### src/pdsd_pkg.sv
// ----------------------------------------------------------------------------
// pdsd_pkg
// Shared types, constants and the half-step coil table for the pulse
// decoder with stepper drive.
// ----------------------------------------------------------------------------
package pdsd_pkg;

	localparam int TICK_BITS  = 16;
	localparam int TIME_W     = 16;
	localparam int CMP_W      = (TICK_BITS > TIME_W) ? TICK_BITS : TIME_W;
	localparam int STEP_W     = 8;
	localparam int PERIOD_W   = 8;
	localparam int COIL_W     = 4;
	localparam int PHASE_W    = 4;
	localparam int CFG_IDX_W  = 3;
	localparam int CFG_DATA_W = 16;

	localparam logic [TIME_W-1:0]   ERROR_TIME_RST  = TIME_W'(500);
	localparam logic [TIME_W-1:0]   START_TIME_RST  = TIME_W'(275);
	localparam logic [TIME_W-1:0]   STOP_TIME_RST   = TIME_W'(300);
	localparam logic [TIME_W-1:0]   STATE_TIME_RST  = TIME_W'(200);
	localparam logic [STEP_W-1:0]   STEP_COUNT_RST  = STEP_W'(50);
	localparam logic [PERIOD_W-1:0] DEADTIME_RST    = PERIOD_W'(5);
	localparam logic [PERIOD_W-1:0] PHASE_DELAY_RST = PERIOD_W'(20);

	localparam logic [PHASE_W-1:0] PHASE_RST   = PHASE_W'(1);
	localparam logic [PHASE_W-1:0] PHASE_FIRST = PHASE_W'(1);
	localparam logic [PHASE_W-1:0] PHASE_LAST  = PHASE_W'(8);

	typedef enum logic [CFG_IDX_W-1:0] {
		CFG_ERROR_TIME  = 3'd0,
		CFG_START_TIME  = 3'd1,
		CFG_STOP_TIME   = 3'd2,
		CFG_STATE_TIME  = 3'd3,
		CFG_STEP_COUNT  = 3'd4,
		CFG_DEADTIME    = 3'd5,
		CFG_PHASE_DELAY = 3'd6
	} cfg_idx_t;

	typedef enum logic [1:0] {
		DIR_STOP = 2'd0,
		DIR_FWD  = 2'd1,
		DIR_REV  = 2'd2
	} dir_t;

	typedef struct packed {
		logic [TIME_W-1:0]   error_time;
		logic [TIME_W-1:0]   start_time;
		logic [TIME_W-1:0]   stop_time;
		logic [TIME_W-1:0]   state_time;
		logic [STEP_W-1:0]   step_count;
		logic [PERIOD_W-1:0] deadtime;
		logic [PERIOD_W-1:0] phase_delay;
	} cfg_t;

	// decoder -> stepper: a change of the decoded bit starts a new run
	typedef struct packed {
		logic start;
		logic fwd;
	} run_req_t;

	// half-step sequence, entries 1..8; bit3 AP, bit2 AN, bit1 BP, bit0 BN
	function automatic logic [COIL_W-1:0] coil_lookup(input logic [PHASE_W-1:0] idx);
		logic [COIL_W-1:0] c;
		unique case (idx)
			4'd1:    c = 4'd1;
			4'd2:    c = 4'd5;
			4'd3:    c = 4'd4;
			4'd4:    c = 4'd6;
			4'd5:    c = 4'd2;
			4'd6:    c = 4'd10;
			4'd7:    c = 4'd8;
			4'd8:    c = 4'd9;
			default: c = 4'd0;
		endcase
		return c;
	endfunction

endpackage

### src/pulse_decoder_with_stepper_drive.sv
// ----------------------------------------------------------------------------
// pulse_decoder_with_stepper_drive
// Serial pulse-width decoder for a daisy chain with a half-step stepper drive.
// ----------------------------------------------------------------------------
// Input channel (in_valid/in_stall): op = 0 is a timer tick carrying the
// sampled line level in data_in; op = 1 is a stepper timer event. Every
// input transfer yields exactly one result transfer on the output channel
// (out_valid/out_stall) carrying data_out, coils, next_period, motor_idle
// and sequin_bit as they stand after that item.
// The item is captured in an input register; the state update and the
// result register load happen as it moves on from there.
// Throughput is one item per clock while the receiver does not stall; the
// state update is a single short compare-and-select step between the input
// and result registers. When the receiver stalls, the result register
// holds its value and the input register can still take one more item;
// in_stall rises only once both are full.
// Configuration writes (cfg_valid/cfg_ready, cfg_index, cfg_data) are always
// taken; indexes beyond the register list are ignored. Write only while idle.
// Reset (arst_n low) restores register defaults, the decoder to idle, the
// stepper's coil and period state (coils off, short period) and both channels empty.
// ----------------------------------------------------------------------------
module pulse_decoder_with_stepper_drive (
	input  logic                               clk,
	input  logic                               arst_n,
	input  logic                               in_valid,
	output logic                               in_stall,
	input  logic                               op,
	input  logic                               data_in,
	output logic                               out_valid,
	input  logic                               out_stall,
	output logic                               data_out,
	output logic [pdsd_pkg::COIL_W-1:0]        coils,
	output logic [pdsd_pkg::PERIOD_W-1:0]      next_period,
	output logic                               motor_idle,
	output logic                               sequin_bit,
	input  logic                               cfg_valid,
	output logic                               cfg_ready,
	input  logic [pdsd_pkg::CFG_IDX_W-1:0]     cfg_index,
	input  logic [pdsd_pkg::CFG_DATA_W-1:0]    cfg_data
);
	import pdsd_pkg::*;

	cfg_t     cfg_q;
	logic     valid_s1, op_s1, din_s1;
	logic     valid_s2;
	logic     out_free, adv;
	logic     in_xfer;
	logic     out_level_nxt, bit_nxt, idle_nxt;
	logic [COIL_W-1:0]   coils_nxt;
	logic [PERIOD_W-1:0] period_nxt;
	run_req_t run;

	assign cfg_ready = 1'b1;

	always_ff @(posedge clk or negedge arst_n) begin
		if (!arst_n) begin
			cfg_q.error_time  <= ERROR_TIME_RST;
			cfg_q.start_time  <= START_TIME_RST;
			cfg_q.stop_time   <= STOP_TIME_RST;
			cfg_q.state_time  <= STATE_TIME_RST;
			cfg_q.step_count  <= STEP_COUNT_RST;
			cfg_q.deadtime    <= DEADTIME_RST;
			cfg_q.phase_delay <= PHASE_DELAY_RST;
		end else if (cfg_valid && cfg_ready) begin
			unique case (cfg_index)
				CFG_ERROR_TIME:  cfg_q.error_time  <= cfg_data[TIME_W-1:0];
				CFG_START_TIME:  cfg_q.start_time  <= cfg_data[TIME_W-1:0];
				CFG_STOP_TIME:   cfg_q.stop_time   <= cfg_data[TIME_W-1:0];
				CFG_STATE_TIME:  cfg_q.state_time  <= cfg_data[TIME_W-1:0];
				CFG_STEP_COUNT:  cfg_q.step_count  <= cfg_data[STEP_W-1:0];
				CFG_DEADTIME:    cfg_q.deadtime    <= cfg_data[PERIOD_W-1:0];
				CFG_PHASE_DELAY: cfg_q.phase_delay <= cfg_data[PERIOD_W-1:0];
				default: ;
			endcase
		end
	end

	// result register frees up when empty or being taken this cycle
	assign out_free = !valid_s2 || !out_stall;
	assign adv      = valid_s1 && out_free;
	assign in_stall = valid_s1 && !out_free;
	assign in_xfer  = in_valid && !in_stall;

	always_ff @(posedge clk or negedge arst_n) begin
		if (!arst_n) begin
			valid_s1 <= 1'b0;
			valid_s2 <= 1'b0;
		end else begin
			if (in_xfer) valid_s1 <= 1'b1;
			else if (adv) valid_s1 <= 1'b0;
			if (adv) valid_s2 <= 1'b1;
			else if (out_free) valid_s2 <= 1'b0;
		end
	end

	always_ff @(posedge clk) begin
		if (in_xfer) begin
			op_s1  <= op;
			din_s1 <= data_in;
		end
	end

	pdsd_decoder u_decoder (
		.clk           (clk),
		.arst_n        (arst_n),
		.tick          (adv && !op_s1),
		.din           (din_s1),
		.cfg           (cfg_q),
		.out_level_nxt (out_level_nxt),
		.bit_nxt       (bit_nxt),
		.run           (run)
	);

	pdsd_stepper u_stepper (
		.clk        (clk),
		.arst_n     (arst_n),
		.event_en   (adv && op_s1),
		.run        (run),
		.cfg        (cfg_q),
		.coils_nxt  (coils_nxt),
		.period_nxt (period_nxt),
		.idle_nxt   (idle_nxt)
	);

	always_ff @(posedge clk) begin
		if (adv) begin
			data_out    <= out_level_nxt;
			coils       <= coils_nxt;
			next_period <= period_nxt;
			motor_idle  <= idle_nxt;
			sequin_bit  <= bit_nxt;
		end
	end

	assign out_valid = valid_s2;

endmodule

### src/pdsd_decoder.sv
// ----------------------------------------------------------------------------
// pdsd_decoder
// Pulse-width frame decoder: start pulse check, bit sample, gap wait and
// echo of the line onto the chained output. Requests a stepper run on
// every change of the decoded bit.
// ----------------------------------------------------------------------------
module pdsd_decoder (
	input  logic              clk,
	input  logic              arst_n,
	input  logic              tick,
	input  logic              din,
	input  pdsd_pkg::cfg_t    cfg,
	output logic              out_level_nxt,
	output logic              bit_nxt,
	output pdsd_pkg::run_req_t run
);
	import pdsd_pkg::*;

	typedef enum logic [5:0] {
		ST_IDLE  = 6'b000001,
		ST_START = 6'b000010,
		ST_WAIT  = 6'b000100,
		ST_SAMP  = 6'b001000,
		ST_GAP   = 6'b010000,
		ST_ECHO  = 6'b100000
	} dec_state_t;

	dec_state_t           state_q, state_nxt;
	logic [TICK_BITS-1:0] tick_q, tick_nxt;
	logic                 out_level_q, bit_q, bit_prev_q;
	logic                 bit_calc, out_calc, clr;
	logic [CMP_W-1:0]     t;
	logic                 gt_err, gt_start, gt_stop, gt_state;

	assign t        = CMP_W'(tick_q);
	assign gt_err   = t > CMP_W'(cfg.error_time);
	assign gt_start = t > CMP_W'(cfg.start_time);
	assign gt_stop  = t > CMP_W'(cfg.stop_time);
	assign gt_state = t > CMP_W'(cfg.state_time);

	always_comb begin
		state_nxt = state_q;
		bit_calc  = bit_q;
		out_calc  = out_level_q;
		clr       = 1'b0;
		unique case (state_q)
			ST_IDLE: begin
				clr = 1'b1;
				if (din) state_nxt = ST_START;
			end
			ST_START: begin
				if (gt_err) state_nxt = ST_IDLE;
				// a long enough pulse is accepted even if it also ran too long
				if (!din) begin
					state_nxt = ST_IDLE;
					if (gt_start) begin
						state_nxt = ST_WAIT;
						clr       = 1'b1;
					end
				end
			end
			ST_WAIT: begin
				out_calc = 1'b1;
				if (gt_state) state_nxt = ST_SAMP;
			end
			ST_SAMP: begin
				bit_calc  = din;
				state_nxt = ST_GAP;
			end
			ST_GAP: begin
				if (!din && gt_start) begin
					clr       = 1'b1;
					state_nxt = ST_ECHO;
				end
				// timeout wins; the bit sampled before the gap is kept
				if (gt_err) begin
					state_nxt = ST_IDLE;
					bit_calc  = bit_prev_q;
				end
			end
			ST_ECHO: begin
				if (din) begin
					out_calc = 1'b1;
					clr      = 1'b1;
				end else begin
					out_calc = 1'b0;
				end
				if (gt_stop) state_nxt = ST_IDLE;
			end
			default: state_nxt = ST_IDLE;
		endcase
	end

	always_comb begin
		if (clr) tick_nxt = '0;
		else if (tick_q != {TICK_BITS{1'b1}}) tick_nxt = tick_q + 1'b1;
		else tick_nxt = tick_q;
	end

	assign run.start     = tick && (bit_calc != bit_prev_q);
	assign run.fwd       = bit_calc;
	assign out_level_nxt = tick ? out_calc : out_level_q;
	assign bit_nxt       = tick ? bit_calc : bit_q;

	always_ff @(posedge clk or negedge arst_n) begin
		if (!arst_n) begin
			state_q     <= ST_IDLE;
			tick_q      <= '0;
			out_level_q <= 1'b0;
			bit_q       <= 1'b0;
			bit_prev_q  <= 1'b0;
		end else if (tick) begin
			state_q     <= state_nxt;
			tick_q      <= tick_nxt;
			out_level_q <= out_calc;
			bit_q       <= bit_calc;
			bit_prev_q  <= bit_calc;
		end
	end

endmodule

### src/pdsd_stepper.sv
// ----------------------------------------------------------------------------
// pdsd_stepper
// Half-step stepper sequencer: walks the coil table on each timer event,
// alternates the timer period and shuts the coils off when a run ends.
// ----------------------------------------------------------------------------
module pdsd_stepper (
	input  logic                              clk,
	input  logic                              arst_n,
	input  logic                              event_en,
	input  pdsd_pkg::run_req_t                run,
	input  pdsd_pkg::cfg_t                    cfg,
	output logic [pdsd_pkg::COIL_W-1:0]       coils_nxt,
	output logic [pdsd_pkg::PERIOD_W-1:0]     period_nxt,
	output logic                              idle_nxt
);
	import pdsd_pkg::*;

	logic [PHASE_W-1:0]  phase_q, phase_nxt, phase_mv;
	logic [PERIOD_W-1:0] period_q;
	logic [STEP_W-1:0]   steps_q, steps_nxt;
	dir_t                dir_q, dir_nxt;
	logic                done_q;
	logic [COIL_W-1:0]   coil_q;

	always_comb begin
		unique case (dir_q)
			DIR_FWD: phase_mv = phase_q + 1'b1;
			DIR_REV: phase_mv = phase_q - 1'b1;
			default: phase_mv = phase_q;
		endcase
	end

	always_comb begin
		phase_nxt  = phase_q;
		period_nxt = period_q;
		steps_nxt  = steps_q;
		dir_nxt    = dir_q;
		idle_nxt   = done_q;
		coils_nxt  = coil_q;
		if (run.start) begin
			dir_nxt   = run.fwd ? DIR_FWD : DIR_REV;
			steps_nxt = cfg.step_count;
		end
		if (event_en) begin
			if (steps_q == '0) begin
				idle_nxt  = 1'b1;
				dir_nxt   = DIR_STOP;
				coils_nxt = '0;
			end else begin
				// wrap around the eight table entries
				if (phase_mv == '0) phase_nxt = PHASE_LAST;
				else if (phase_mv > PHASE_LAST) phase_nxt = PHASE_FIRST;
				else phase_nxt = phase_mv;
				if (period_q == cfg.deadtime) period_nxt = cfg.phase_delay;
				else if (period_q == cfg.phase_delay) period_nxt = cfg.deadtime;
				coils_nxt = coil_lookup(phase_nxt);
				steps_nxt = steps_q - 1'b1;
				idle_nxt  = 1'b0;
			end
		end
	end

	always_ff @(posedge clk or negedge arst_n) begin
		if (!arst_n) begin
			phase_q  <= PHASE_RST;
			period_q <= DEADTIME_RST;
			steps_q  <= '0;
			dir_q    <= DIR_STOP;
			done_q   <= 1'b1;
			coil_q   <= '0;
		end else begin
			phase_q  <= phase_nxt;
			period_q <= period_nxt;
			steps_q  <= steps_nxt;
			dir_q    <= dir_nxt;
			done_q   <= idle_nxt;
			coil_q   <= coils_nxt;
		end
	end

endmodule

### config.mk
export PLATFORM = sky130hd
export DESIGN_NAME = pulse_decoder_with_stepper_drive
export DESIGN_NICKNAME = d
export VERILOG_FILES = /design/src/pdsd_pkg.sv /design/src/pulse_decoder_with_stepper_drive.sv /design/src/pdsd_decoder.sv /design/src/pdsd_stepper.sv
export SDC_FILE = /design/constraint.sdc
export NUM_CORES = 1
export LEC_CHECK = 0
export CORE_AREA = 2 2 99 172
export DETAILED_ROUTE_END_ITERATION = 12
export DIE_AREA = 0 0 101 174
export DONT_BUFFER_PORTS = 1
export GPL_TIMING_DRIVEN = 1
export PLACE_DENSITY = 0.69
export REMOVE_ABC_BUFFERS = 1
export SYNTH_ARGS = -nofsm -noshare
export SYNTH_HDL_FRONTEND = slang
export SYNTH_SLANG_ARGS = --single-unit
### constraint.sdc
create_clock -name clk -period 3.2 [get_ports clk]
set_clock_uncertainty 0.2 [all_clocks]
set_input_delay 0.64 -clock clk [delete_from_list [all_inputs] [get_ports clk]]
set_output_delay 0.64 -clock clk [all_outputs]
set_load 0.05 [all_outputs]
# Word level (Yosys, flattened, before mapping)
# Memories as Yosys holds them, arrays and structs flattened.
# Index checks and enable logic that the tools add are counted.
[totals]
register_bits = 159
latch_bits = 0
mem_bits_rw = 0
rom_bits = 64
out_inout_bits = 18
n_memories = 1
[mem_list]
columns = ["memory", "words", "word_bits", "read_ports", "rd_ports_with_merged_regs", "wr", "line_no", "source"]
rows = [
  ["(name not given)", 16, 4, 1, 0, 0, "pdsd_pkg.sv:65", "unique case (idx)"],
]
[op_classes]
n_addsub = 4
mul = 0
div = 0
magnitude_cmp = 5
eq_ne = 23
n_shift = 0
n_mux = 45
bitwise_logic = 1
n_reduce_logical = 30
[ops]
columns = ["op", "count"]
rows = [
  ["16-bit greater-than comparator", 4],
  ["8-bit two-way mux", 7],
  ["6-bit two-way mux", 7],
  ["6-bit case mux with 6 select lines", 1],
  ["16-bit two-way mux", 2],
  ["4-bit two-way mux", 6],
  ["2-bit AND reduction", 9],
  ["16-bit by 1-bit adder with 16-bit output, second input constant", 1],
  ["8-bit equality test", 2],
  ["16-bit != test, second input constant", 1],
  ["1-bit two-way mux", 13],
  ["3-bit equality test, second input constant", 3],
  ["8-bit logical NOT", 1],
  ["2-bit two-way mux", 4],
  ["4-bit case mux with 2 select lines", 1],
  ["8-bit by 1-bit subtractor with 8-bit output, second input constant", 1],
  ["1-bit logical AND", 7],
  ["3-bit by 2-bit equality test with 1-bit output, second input constant", 2],
  ["6-bit by 1-bit equality test with 1-bit output, second input constant", 1],
  ["6-bit by 2-bit equality test with 1-bit output, second input constant", 1],
  ["6-bit by 3-bit equality test with 1-bit output, second input constant", 1],
  ["6-bit by 4-bit equality test with 1-bit output, second input constant", 1],
  ["6-bit by 5-bit equality test with 1-bit output, second input constant", 1],
  ["6-bit equality test, second input constant", 1],
  ["other kinds (21)", 30],
]

# Longest topological paths before layout
# Gate-level depths: netlist (run 1).
# An unclocked memory read counts as a cell.
[logic_depth]
word_depth = 10
mapped_depth = 12

# By module
# A second synthesis (run 1) with hierarchy kept.
[hier_totals]
hier_cells = 809
area_unflattened_um2 = 9047.4
[by_module_without_submodules]
columns = ["module", "n_inst", "cells_each", "area_per_inst_um2"]
rows = [
  ["pulse_decoder_with_stepper_drive", 1, 224, 4051.4],
  ["pdsd_decoder", 1, 383, 3169.3],
  ["pdsd_stepper", 1, 202, 1826.8],
]

# Least setup slack after synthesis (run 1)
# OpenSTA, ideal clock, no wires.
[synth_path]
path_kind = "flip-flop to flip-flop"
from = "register u_stepper.dir_q[0]"
to = "register coils[3] (netlist bit) (data pin)"
t_arrival_ps = 2488
t_required_ps = 2741
slack_ps = 253
path_stages_with_launch = 13
period_less_slack_ps = 2947
cell_sequence = "dfrtp_1 -> inv_1 -> ha_1 -> ha_1 -> a21o_1 -> a21oi_1 -> xor2_1 -> nor2_1 -> xor2_1 -> o21ai_0 -> ha_1 -> a32o_1 -> a31o_1"
[synth_via]
elab_chain_len = 10
elab_cells_between_ends = 12
[synth_lines]
columns = ["item", "line_no", "source"]
rows = [
  ["from (decl)", "pdsd_stepper.sv:21", "dir_t dir_q, dir_nxt;"],
  ["from (signal assigned)", "pdsd_stepper.sv:75", "dir_q <= dir_nxt;"],
  ["2-bit equality test or 2-bit by 1-bit equality test with 1-bit output (tied branches)", "pdsd_stepper.sv:26", "unique case (dir_q)"],
  ["4-bit case mux with 2 select lines *", "pdsd_stepper.sv:26", ""],
  ["4-bit greater-than comparator", "pdsd_stepper.sv:52", "else if (phase_mv > PHASE_LAST) phase_nxt = PHASE_FIRST;"],
  ["4-bit two-way mux", "pdsd_stepper.sv:52", ""],
  ["4-bit two-way mux *", "pdsd_stepper.sv:51", "if (phase_mv == '0) phase_nxt = PHASE_LAST;"],
  ["4-bit two-way mux *", "pdsd_stepper.sv:45", "if (steps_q == '0) begin"],
  ["4-bit two-way mux *", "pdsd_stepper.sv:44", "if (event_en) begin"],
  ["memory read 16 x 4 bit *", "-", ""],
  ["4-bit two-way mux *", "pdsd_stepper.sv:45", ""],
  ["4-bit two-way mux *", "pdsd_stepper.sv:44", ""],
  ["named net coils_nxt[3]", "pulse_decoder_with_stepper_drive.sv:49", "logic [COIL_W-1:0] coils_nxt;"],
  ["to (signal assigned)", "pulse_decoder_with_stepper_drive.sv:128", "coils <= coils_nxt;"],
  ["to (decl)", "pulse_decoder_with_stepper_drive.sv:32", "output logic [pdsd_pkg::COIL_W-1:0] coils,"],
]
# The timed path passes the listed nets; every way through them passes the cells marked *. The select of a mux whose other input is x is not followed.
# A chain may end at the register's enable or synchronous reset.

# Worst setup path after layout (run 1)
[layout_path]
from = "register u_decoder.tick_q[13] (netlist: u_decoder.t[13])"
to = "register u_decoder.state_q[3]"
[layout_via]
elab_chain_len = 4
elab_cells_between_ends = 12
[layout_lines]
columns = ["item", "line_no", "source"]
rows = [
  ["from (decl)", "pdsd_decoder.sv:29", "logic [TICK_BITS-1:0] tick_q, tick_nxt;"],
  ["from (signal assigned)", "pdsd_decoder.sv:114", "tick_q <= tick_nxt;"],
  ["16-bit greater-than comparator", "pdsd_decoder.sv:37", "assign gt_start = t > CMP_W'(cfg.start_time);"],
  ["1-bit logical AND", "pdsd_decoder.sv:71", "if (!din && gt_start) begin"],
  ["3-bit by 1-bit != test with 1-bit output (no source line)", "-", ""],
  ["6-bit AND reduction (no source line)", "-", ""],
  ["to (signal assigned)", "pdsd_decoder.sv:113", "state_q <= state_nxt;"],
  ["to (decl)", "pdsd_decoder.sv:28", "dec_state_t state_q, state_nxt;"],
]
# Several ways; a longest one is shown, not always the timed one.

==> results of run 1 <==
## critical path, delay by kind of cell, from the launching register on
family                     cells  cell delay [ps]
AOI/OAI and AO/OA              4             1260
adders and majority gates      1              380
DFF                            1              520
muxes                          1              370
and+or+nand+nor                1              190
## power groups by stage
stage          combinational, mW  sequential, mW  clock (mW)
2_1_floorplan               1.05            2.86           0
3_3_place_gp                1.29            2.91           0
3_5_place_dp                1.37            2.94           0
4_1_cts                     1.39            2.91        1.94
5_1_grt                     1.61            2.96        2.03
6_report                    1.42            2.91        1.91
## state kept, by name, indices dropped and copies added (netlist names)
| signal | count |
|---|---|
| cfg_q | 88 |
| u_decoder.t | 16 |
| next_period | 8 |
| u_stepper.period_q | 8 |
| u_stepper.steps_q | 8 |
| u_decoder.state_q | 6 |
| coils | 4 |
| u_stepper.coil_q | 4 |
| u_stepper.phase_q | 4 |
| u_stepper.dir_q | 2 |
| data_out | 1 |
| din_s1 | 1 |
| motor_idle | 1 |
| op_s1 | 1 |
| out_valid | 1 |
| sequin_bit | 1 |
| u_decoder.bit_prev_q | 1 |
| u_decoder.bit_q | 1 |
| u_decoder.out_level_q | 1 |
| u_stepper.done_q | 1 |
| valid_s1 | 1 |
## final cells by class
cell class | instances | area (µm²)
repair buffers | 24 | 180
clock buffers | 19 | 454
well taps | 192 | 240
flip-flops and latches | 159 | 4100
clock inverters | 13 | 96.3
inverters | 76 | 285
multi-input cells | 591 | 4260
fillers | 1354 | 6670
## cells in the mapped netlist, types with 2 or more instances
cell      number
o31ai_1        3
and4_1         5
nor3_1        11
nand4_1       18
edfxtp_1      17
o41ai_1        2
or3_4          2
and2_1         5
nand2_1       90
o211ai_1       8
a211o_1        3
nor3b_1        7
nand3_1       28
nor2b_1        7
mux2_2        45
nor4_1         4
o221a_2        4
ha_1          71
a31oi_1        4
buf_4          3
nand2b_1       7
a22oi_1        9
or2_2          2
nor2_1        34
a21o_1         6
and3_1         5
xnor2_1       22
o21a_1         2
mux2i_1       16
a21oi_1       41
xor2_1         9
dfrtp_1      113
nand3b_1       9
nand4b_1       3
o21ai_0       80
inv_1         76
a211oi_1       6
clkbuf_1      21
dfstp_2       29
## what timing repair did
item	4_1_cts	5_1_grt
pin swaps	0	2
setup endpoints to repair	3	14
resized for setup	3	12
gates cloned	0	0
endpoints found under the hold margin	142	142
setup buffers	0	3
## layer usage
layer	wire, µm	share of wire	GRT usage	up-vias
met3	573	0.029	0.0438	67
met1	7530	0.38	0.266	3107
met5	0	0	0	-
met4	931	0.046	0.124	0
li1	-	-	-	3047
met2	11000	0.55	0.439	147
## how the worst max path moves through the flow
stage                                      start                          endpoint  slack (ps)  depth (start not counted)
floorplan                           cfg_index[2]             cfg_q[40]$_DFFE_PN0P_         110                          3
global placement    u_stepper.dir_q[0]$_DFF_PN0_                coils[3]$_DFFE_PP_         130                         12
detailed placement  u_stepper.dir_q[0]$_DFF_PN0_                coils[3]$_DFFE_PP_         -50                         12
CTS                 u_stepper.dir_q[0]$_DFF_PN0_                coils[3]$_DFFE_PP_           6                         12
global route        u_stepper.dir_q[0]$_DFF_PN0_                coils[0]$_DFFE_PP_          30                         12
finish               u_decoder.t[13]$_DFFE_PN0P_  u_decoder.state_q[3]$_DFFE_PN0P_         150                          7
## per-stage QoR
step / TNS [ps] / hold WS (ps) / instances / setup slack, ps
floorplan: 0 / 144 / 826 / 111
global placement: 0 / 149 / 1039 / 126
detailed placement: -74.9 / 149 / 1039 / -49.7
CTS: 0 / -313 / 1071 / 6.28
global route: 0 / -318 / 1074 / 29.9
finish: 0 / -300 / 1074 / 152
## cells by family (layout without fill, tap and decap cells)
| family | count (synthesis) | after routing | share of synthesized area |
|---|---|---|---|
| fa+ha+maj | 72 | 72 | 0.105 |
| mux | 61 | 61 | 0.0768 |
| compound gates | 183 | 183 | 0.127 |
| simple gates | 243 | 243 | 0.141 |
| buf+inv | 102 | 132 | 0.0464 |
| other cells | 1 | 1 | 0.000432 |
| xor+xnor | 31 | 31 | 0.0313 |
| flops | 159 | 159 | 0.472 |
==> results by group, run 1 <==
Synth
  – Top area cells in the synthesized netlist: dfrtp_1 33%, ha_1 10%, dfstp_2 8.8%
  – Yosys top cell by area: dfrtp_1
  – Yosys top cell area share: 0.326
  – Post-synth top flop: dfrtp_1
  – Synth Register Bits: 159
  – Post-synthesis sequential area ratio: 0.472
  – Post-Syn Instances: 852
  – Syn_area_per_cell: 10.2 µm²
  – Synth warnings: 0
  – Post-synthesis cell type count: 64
  – Synth Cell Area: 8690 µm²
  – Async set-reset flop share out of synthesis: 0.893
  – Post-synth EDFFs: 17

Detailed routing
  – # DRC: 0
  – Routed len/inst: 18.7 µm
  – Via count: 6368
  – WL final: 20100 µm
  – Via/cell ratio: 5.93
  – Drt first pass iters: 4
  – Number of DRC markers in iteration 0: 351
  – Final ANT Viol Nets: 0

Die
  – Rows: 62
  – Area of the core: 16300 µm²
  – Starting Density: 0.533
  – Die area: 17600 µm²
  – Io pins: 44
  – Die Width: 101 µm
  – Die height: 174 µm

Clock network
  – Clock Root Buffer: clkbuf_16
  – Clock buffer depth: 2
  – Clk_lat worst skew: 440 ps
  – TritonCTS buffer count: 17
  – Clock sinks: 159
  – Htree depth: 4
  – Clock transition at path regs: 60 ps
  – TritonCTS clock tree: built

Critical path
  – Crit Path Max Fanout: 10
  – Worst reg-to-reg path cell count: 7
  – Critical R2R Launch: u_decoder.t[13]$_DFFE_PN0P_
  – Critical Path AT: 3170 ps
  – Cell Chain, Critical Path: ha_1, nand4_1, a2111o_1, a31oi_2, o211ai_1, a21oi_1, mux2_2
  – Startpoint Class: register
  – Critical R2R Capture: u_decoder.state_q[3]$_DFFE_PN0P_
  – Crit path largest cell delay: 520 ps
  – Crit-path slowest cell: dfrtp_1
  – Crit path kind: reg -> reg
  – R2R setup slack: 150 ps
  – Worst EP required: 3320 ps
  – CP Capture Type: register

Global routing
  – Initial antenna violation count: 0
  – Largest net degree at the start of global routing: 143
  – Total gr overflow: 0
  – Gr usage total: 0.243
  – First-pass GRT wire length: 33200 µm
  – Vias in the first global route: 6623

Final layout
  – # diodes: 0
  – Commonest non-fill, non-tap cells in the layout: 113 x dfrtp_1, 90 x nand2_1, 78 x o21ai_0
  – Layout cell share with drive strength beyond 1: 0.178
  – Area Overhead vs Synth: 10.7%
  – Design area: 9620 µm²
  – Layout Nets: 967
  – Fin util: 0.591
  – Commonest non-fill, non-tap cell in the layout: dfrtp_1

Timing
  – Unrepaired setup endpoints after global routing: no
  – Max-slew violation count: 0
  – Fmax: 328 MHz
  – Period utilization: 0.952
  – Hold slack: -300 ps
  – Final Hold Fails: 142
  – Final setup violation count: 0
  – Slew @ Worst Pin: 929 ps
  – Final min period: 3050 ps
  – Slew headroom: 0.377

Placed design
  – Post-placement cell area: 8980 µm²
  – DP HPWL: 14800 µm
  – Port buffer count: 0
  – RD Place Congestion: 0.980

Pwr
  – Clock power frac: 0.306
  – Pleak: 4.31 nW
  – Int Pwr: 4.22 mW
  – Sequential power share: 0.466
  – Power Total: 6.23 mW
  – Peak VDD IR: 0.299 mV
  – Power per cell area: 648 nW/µm²
  – Comb pwr share: 0.227
  – Switch Pwr: 2.02 mW
  – Sw Share: 0.323

Outcome
  – Status: finished, violations left
  – Failing checks: negative hold slack

Worst hold path
  – Hold crit path type: in -> async

Job
  – Max Cap Viol: 0
Power figures use the tool's default switching activity.
==> run 2, diff against run 1 <==
--- a/config.mk
+++ b/config.mk
@@ -5,13 +5,14 @@
 export SDC_FILE = /design/constraint.sdc
 export NUM_CORES = 1
 export LEC_CHECK = 0
-export CORE_AREA = 2 2 99 172
+export CORE_AREA = 4 4 101 174
 export DETAILED_ROUTE_END_ITERATION = 12
-export DIE_AREA = 0 0 101 174
+export DIE_AREA = 0 0 105 178
 export DONT_BUFFER_PORTS = 1
 export GPL_TIMING_DRIVEN = 1
 export PLACE_DENSITY = 0.69
 export REMOVE_ABC_BUFFERS = 1
+export SLEW_MARGIN = 20
 export SYNTH_ARGS = -nofsm -noshare
 export SYNTH_HDL_FRONTEND = slang
 export SYNTH_SLANG_ARGS = --single-unit
==> constraint.sdc (replaced) <==
create_clock -name clk -period 3 [get_ports clk]
set_clock_uncertainty 0.2 [all_clocks]
set_input_delay 0.6 -clock clk [delete_from_list [all_inputs] [get_ports clk]]
set_output_delay 0.6 -clock clk [all_outputs]
set_load 0.05 [all_outputs]
==> run 2 against run 1 <==
  * The flow finishes with violations (negative hold slack, negative setup slack)
  * Sequential power grew 5%
  * Clock-buffer cell count shrank 2
  * Utilization grew 3.5 points
  * Fmax shrank 0.13%
  * Sequential share of layout area shrank 1.7 points
  * Sequential cell count is the same
  * Routed wire length grew 6.1%
  * Total power grew 11%
  * First-iteration DRC count grew 1.1%
  * Cell count grew 2.2%
==> results by group, run 2 (same netlist as run 1, synthesis figures left out) <==
Outcome
  – Status: finished, violations left (unchanged)
  – Failing checks: negative hold slack, negative setup slack (was negative hold slack)

Critical path
  – Critical R2R Launch: u_decoder.state_q[2]$_DFFE_PN0P_ (was u_decoder.t[13]$_DFFE_PN0P_)
  – Critical Path AT: 3160 ps (was 3170 ps)
  – R2R setup slack: -50 ps (was 150 ps)
  – Crit path kind: reg -> reg (unchanged)
  – Critical R2R Capture: u_decoder.state_q[1]$_DFFE_PN0P_ (was u_decoder.state_q[3]$_DFFE_PN0P_)
  – Crit Path Max Fanout: 7 (was 10)
  – Worst reg-to-reg path cell count: 7 (unchanged)
  – CP Capture Type: register (unchanged)
  – Worst EP required: 3110 ps (was 3320 ps)
  – Startpoint Class: register (unchanged)

Placed design
  – Placed cell count: 1061 (was 1039)
  – Port buffer count: 0 (unchanged)
  – RD Place Congestion: 0.935 (was 0.980)
  – DP HPWL: 15300 µm (was 14800 µm)

Clock network
  – Clock transition at path regs: 70 ps (was 60 ps)
  – TritonCTS buffer count: 17 (unchanged)
  – Clock buffer depth: 2 (unchanged)
  – Clock sinks: 159 (unchanged)
  – Clk_lat worst skew: 430 ps (was 440 ps)
  – Htree depth: 4 (unchanged)
  – TritonCTS clock tree: built (unchanged)
  – Clock Root Buffer: clkbuf_16 (unchanged)

Detailed routing
  – Drt first pass iters: 5 (was 4)
  – Via count: 6648 (was 6368)
  – # DRC: 0 (unchanged)
  – Routed len/inst: 19.4 µm (was 18.7 µm)
  – WL final: 21300 µm (was 20100 µm)
  – Via/cell ratio: 6.05 (was 5.93)
  – Number of DRC markers in iteration 0: 355 (was 351)
  – Final ANT Viol Nets: 0 (unchanged)

Job
  – Max Cap Viol: 0 (unchanged)

Die
  – Die height: 178 µm (was 174 µm)
  – Die area: 18700 µm² (was 17600 µm²)
  – Rows: 61 (was 62)
  – Die Width: 105 µm (was 101 µm)
  – Starting Density: 0.542 (was 0.533)
  – Area of the core: 16000 µm² (was 16300 µm²)
  – Io pins: 44 (unchanged)

Pwr
  – Power Total: 6.93 mW (was 6.23 mW)
  – Power per cell area: 691 nW/µm² (was 648 nW/µm²)
  – Pleak: 4.49 nW (was 4.31 nW)
  – Peak VDD IR: 0.405 mV (was 0.299 mV)

Timing
  – Hold slack: -342 ps (was -300 ps)
  – Max-slew violation count: 0 (unchanged)
  – Final setup violation count: 1 (was 0)
  – Slew @ Worst Pin: 960 ps (was 929 ps)
  – Period utilization: 1.02 (was 0.952)
  – Unrepaired setup endpoints after global routing: yes (was no)
  – Final Worst Setup Slack: -51.5 ps (was 152 ps)
  – Slew headroom: 0.356 (was 0.377)
  – Final min period: 3050 ps (about the same)
  – Fmax: 328 MHz (about the same)
  – Final Hold Fails: 142 (unchanged)

Final layout
  – Area Overhead vs Synth: 15.5% (was 10.7%)
  – Commonest non-fill, non-tap cells in the layout: 110 x dfrtp_1, 89 x nand2_1, 79 x o21ai_0 (was 113 x dfrtp_1, 90 x nand2_1, 78 x o21ai_0)
  – Fin util: 0.626 (was 0.591)
  – Largest reg by FF count: cfg_q (unchanged)
  – Largest register FFs: 88 (unchanged)
  – Commonest non-fill, non-tap cell in the layout: dfrtp_1 (unchanged)
  – # diodes: 0 (unchanged)
  – Layout cell share with drive strength beyond 1: 0.227 (was 0.178)
  – Final non-filler cell total: 1098 (was 1074)
  – Layout Nets: 994 (was 967)

Global routing
  – Initial antenna violation count: 0 (unchanged)
  – Total gr overflow: 0 (unchanged)
  – First-pass GRT wire length: 34300 µm (was 33200 µm)
  – Vias in the first global route: 6959 (was 6623)
  – Gr usage total: 0.233 (was 0.243)
  – Largest net degree at the start of global routing: 143 (unchanged)

Worst hold path
  – Hold crit path type: in -> async (unchanged)
-- run 2: cell types whose count changed in the layout (fill, tap and decap cells not counted), sizes merged --
cell	delta
bufinv	+1
clkinvlp	+1
buf	+27
clkbuf	-2
-- run 2: where the power goes --
group | leakage, nW | total, mW | switching, mW | internal [mW]
registers | 1.87 | 3.06 | 0.386 | 2.68
logic | 2.33 | 1.69 | 0.901 | 0.792
clock network | 0.285 | 2.17 | 0.986 | 1.19
-- run 2: how the worst max path moves through the flow --
stage	startpoint	to	slack, ps
after floorplan	cfg_index[2]	cfg_q[40]$_DFFE_PN0P_	-50
after global placement	u_stepper.dir_q[0]$_DFF_PN0_	coils[3]$_DFFE_PP_	30
after detailed placement	u_stepper.dir_q[0]$_DFF_PN0_	coils[3]$_DFFE_PP_	-110
after CTS	u_decoder.t[15]$_DFFE_PN0P_	u_decoder.state_q[5]$_DFFE_PN0P_	20
after global routing	u_decoder.state_q[2]$_DFFE_PN0P_	u_decoder.state_q[1]$_DFFE_PN0P_	-170
final	u_decoder.state_q[2]$_DFFE_PN0P_	u_decoder.state_q[1]$_DFFE_PN0P_	-50
-- run 2: final cells by class --
type                            count  area [µm²]
Sequential cell                   159        4100
Multi-Input combinational cell    591        4400
Clock inverter                     15         168
Inverter                           76         285
Tap cell                          189         236
Clock buffer                       17         425
Timing Repair Buffer               51         415
Fill cell                        1285        6000
-- run 2: metal layers --
metal  part of all wire  wire [µm]  track usage  vias up
met4              0.073       1550        0.158        0
met1               0.35       7520        0.234     3281
met3              0.033        712       0.0380       83
met2               0.54      11500        0.437      179
met5                  0          0            0        -
li1                   -          -            -     3105
-- run 2: critical path, cell delays in order, from the launching register on --
cell and delay [ps]:
dfrtp_1 440, nor4_2 360, nand3_1 410, a211oi_2 520, o211ai_1 210, o211ai_1 280, buf_4 210, mux2_2 320
-- run 2: per-stage QoR --
step / hold slack [ps] / setup slack [ps] / TNS, ps / instance area [µm²]
6_report: -342 / -51.5 / -51.5 / 10000
5_1_grt: -357 / -167 / -335 / 10000
4_1_cts: -348 / 24.4 / 0 / 9840
3_5_place_dp: 111 / -112 / -275 / 9190
3_3_place_gp: 109 / 28.9 / 0 / 9190
2_1_floorplan: 104 / -48.7 / -48.7 / 8570
-- run 2: repair_timing --
item	in CTS	in global routing
setup buffers	3	2
hold endpoints to repair	142	142
gates cloned	0	0
endpoints found under the setup margin	7	31
resized for setup	6	36
pin swaps	2	8
